[src/pphm_ram.sv]
// ----------------------------------------------------------------------------
// pphm_ram
// Generic single-port RAM with registered read data.
// ----------------------------------------------------------------------------
module pphm_ram #(
    parameter int WIDTH = 8,
    parameter int DEPTH = 16
) (
    input  logic                     aclk,
    input  logic                     we,
    input  logic [$clog2(DEPTH)-1:0] addr,
    input  logic [WIDTH-1:0]         wdata,
    output logic [WIDTH-1:0]         rdata
);

    logic [WIDTH-1:0] mem [DEPTH];
    logic [WIDTH-1:0] rdata_reg;

    always_ff @(posedge aclk) begin
        if (we) begin
            mem[addr] <= wdata;
        end
        rdata_reg <= mem[addr];
    end

    assign rdata = rdata_reg;

endmodule

[config.mk]
export PLATFORM = sky130hd
export DESIGN_NAME = pphm_ram
export DESIGN_NICKNAME = d
export VERILOG_FILES = /design/src/pphm_ram.sv
export SDC_FILE = /design/constraint.sdc
export NUM_CORES = 1
export LEC_CHECK = 0
export BUFFER_PORTS_ARGS = -buffer_cell sky130_fd_sc_hd__buf_4
export CORE_AREA = 3 3 81 140
export DETAILED_ROUTE_END_ITERATION = 16
export DIE_AREA = 0 0 84 143
export PLACE_DENSITY = 0.65
export SYNTH_ARGS = -nofsm -noshare
export SYNTH_HDL_FRONTEND = slang
export SYNTH_SLANG_ARGS = --single-unit
export TNS_END_PERCENT = 10
[constraint.sdc]
create_clock -name aclk -period 1.9 [get_ports aclk]
set_input_delay 0.095 -clock aclk [delete_from_list [all_inputs] [get_ports aclk]]
set_output_delay 0.095 -clock aclk [all_outputs]
set_load 0.005 [all_outputs]
==> results.toml <==
[synthesis]
yosys-top-cells-area = "edfxtp_1 (76%), mux4_2 (14%), dfxtp_1 (3.2%)"
syn_area_um2 = 5070
synth_top_area_share_pct = 75.9
synthCells = 230
synth_fp_nets = 244
synth_seq_cells = 136
synth_warnings = 0
ys_seq_area_share_pct = 79.0
synth.distinct_cells = 18
postSynthAreaPerCell_um2 = 22.0
yosysTopAreaCell = "edfxtp_1"

[timing]
finalHoldViolCount = 0
max_freq_mhz = 748
finalSetupViolCount = 0
fin_crit_sh_pct = 70.4
maxSlewViolCount = 0
max_slew_margin_pct = 46.7
setup_tns_ns = 0
tightest_slew_ns = 0.797
finClkSkew_ns = 0.00760
rsz0062_at_grt = "false"
min_period_ns = 1.34

[die]
rows = 49
die_width_um = 84
dieArea_um2 = 12000
start_util_pct = 48.9
io_pins = 22
dieHeight_um = 143
core_um2 = 10400

[pwr]
pwr-share-seq_pct = 50.2
p_switching_w = 0.00130
peakVddDrop_v = 0.000690
cellInternalPower_w = 0.00542
netSwitchingFraction_pct = 19.4
leakagePower_nw = 2.04
pwr-share-comb_pct = 5.0
p_per_area_nw_per_um2 = 1100
power_frac_clock_pct = 44.7

[clock_network]
cts_sinks = 136
cts_resized = 0
clock_latency_ns = 0.40
cts_buffers = 17
cts_root_buf = "clkbuf_16"
cts_tree = "done"
clk_pin_slew_ns = 0.06
h-tree-depth = 4
postCtsHoldBufs = 5
post_cts_buffers = 0
clock_path_buffers = 2

[route]
num_vias = 2363
wl_per_cell_um = 22.5
postRouteWirelength_um = 9570
drc = 0
first_pass_iters = 4
antenna_left = 0
first_iter_violations = 191
via_per_inst = 5.56

[grt]
antenna_found_initial = 0
grt_pass1_vias = 2612
grt_overflow = 0
track_usage_pct = 17.8
grt_pass1_wl_um = 15000
grt_start_max_net_pins = 25

[cells_and_area]
final_layout_size_suffix_gt1_share_pct = 33.9
n_antenna_cell = 0
n_fill_cell = 750
nNetsFinal = 299
largest_reg_flops = 128
syn_to_final_growth_pct = 20.4
final_cell_mix = "edfxtp_1 (128), buf_4 (40), mux4_2 (32), clkbuf_16 (17), a22oi_1 (16)"
postLayoutCoreUtil_pct = 58.9
final_common_cell = "edfxtp_1"

[worst_setup_path]
critPathRequiredTime_ns = 2.18
cp_max_fo = 1
cp.arrival_ns = 1.62
cp-end-kind = "register"
critPathKind = "register to register"
crit_path_start_kind = "register"

[placed_design]
numPortBuffers = 21
dpl.hpwl_um = 6780
gp_congestion = 0.760

[min_path]
hold_class = "input pin to register"

[outcome]
status = "completed"

[job]
cap_viol_max_count = 0
## critical path, stage by stage, from the launching register on
cell and delay, ns:
edfxtp_1 0.38, mux4_2 0.48, a22oi_1 0.26, nand2_1 0.10
## worst paths after layout
path	startpoint	end	slack [ns]	cells past startpoint
worst max-delay path	mem[2][7]$_DFFE_PP_	rdata[7]$_DFF_P_	0.56	3
worst min-delay path	wdata[7]	mem[12][7]$_DFFE_PP_	0.01	1
worst max register to register	mem[2][7]$_DFFE_PP_	rdata[7]$_DFF_P_	0.56	3
worst min register to register	mem[15][5]$_DFFE_PP_	rdata[5]$_DFF_P_	0.68	3
## per-stage QoR
step | power, W | setup slack (ns) | instance area [um2] | std cells | hold slack (ns)
floorplan | 0.00361 | 0.312 | 5070 | 230 | 0.194
global placement | 0.00376 | 0.280 | 5510 | 388 | 0.385
detailed placement | 0.00378 | 0.213 | 5510 | 388 | 0.413
CTS | 0.00678 | 0.538 | 6100 | 425 | 0.000441
global route | 0.00693 | 0.513 | 6100 | 425 | 0.0122
finish | 0.00672 | 0.563 | 6100 | 425 | 0.0106
## power groups by stage
stage               Combinational, W  Clock, W  Sequential (W)
finish                      0.000338   0.00301         0.00338
global route                0.000368   0.00318         0.00338
CTS                         0.000346   0.00305         0.00338
detailed placement          0.000337         0         0.00344
global placement            0.000329         0         0.00343
floorplan                   0.000173         0         0.00343
## synthesized netlist by cell type
cell type  instances
nor3_1             4
nor2_1            13
nor2b_1            2
nand3b_1           2
or3b_2             1
mux4_2            32
clkbuf_2           1
nand3_1            1
nand2b_1           2
buf_1              4
a22oi_1           16
edfxtp_1         128
buf_2              2
nand2_1            9
dfxtp_1            8
and2_1             1
buf_6              2
clkbuf_1           2
## logic make-up after synthesis
group	count (synthesis)	synth area share (%)
and+or+nand+nor	35	3.21
DFF	136	79.0
AOI/OAI and AO/OA	16	2.37
muxes	32	14.2
buffers and inverters	11	1.19
## layout make-up
type | count | area [um2] | area share, %
flip-flops and latches | 136 | 4000 | 65.6
multi-input cells | 83 | 1000 | 16.4
clock buffers | 20 | 437 | 7.16
repair buffers | 47 | 390 | 6.40
well taps | 127 | 159 | 2.60
clock inverters | 12 | 109 | 1.78
## routing by layer
metal,wire length (um),global-route usage [%],share of wire (%)
met1,3530,19.6,37
met2,5630,32.1,59
met3,278,4.56,2.9
met4,135,8.05,1.4
met5,0,0,0
Power figures use the tool's default switching activity.
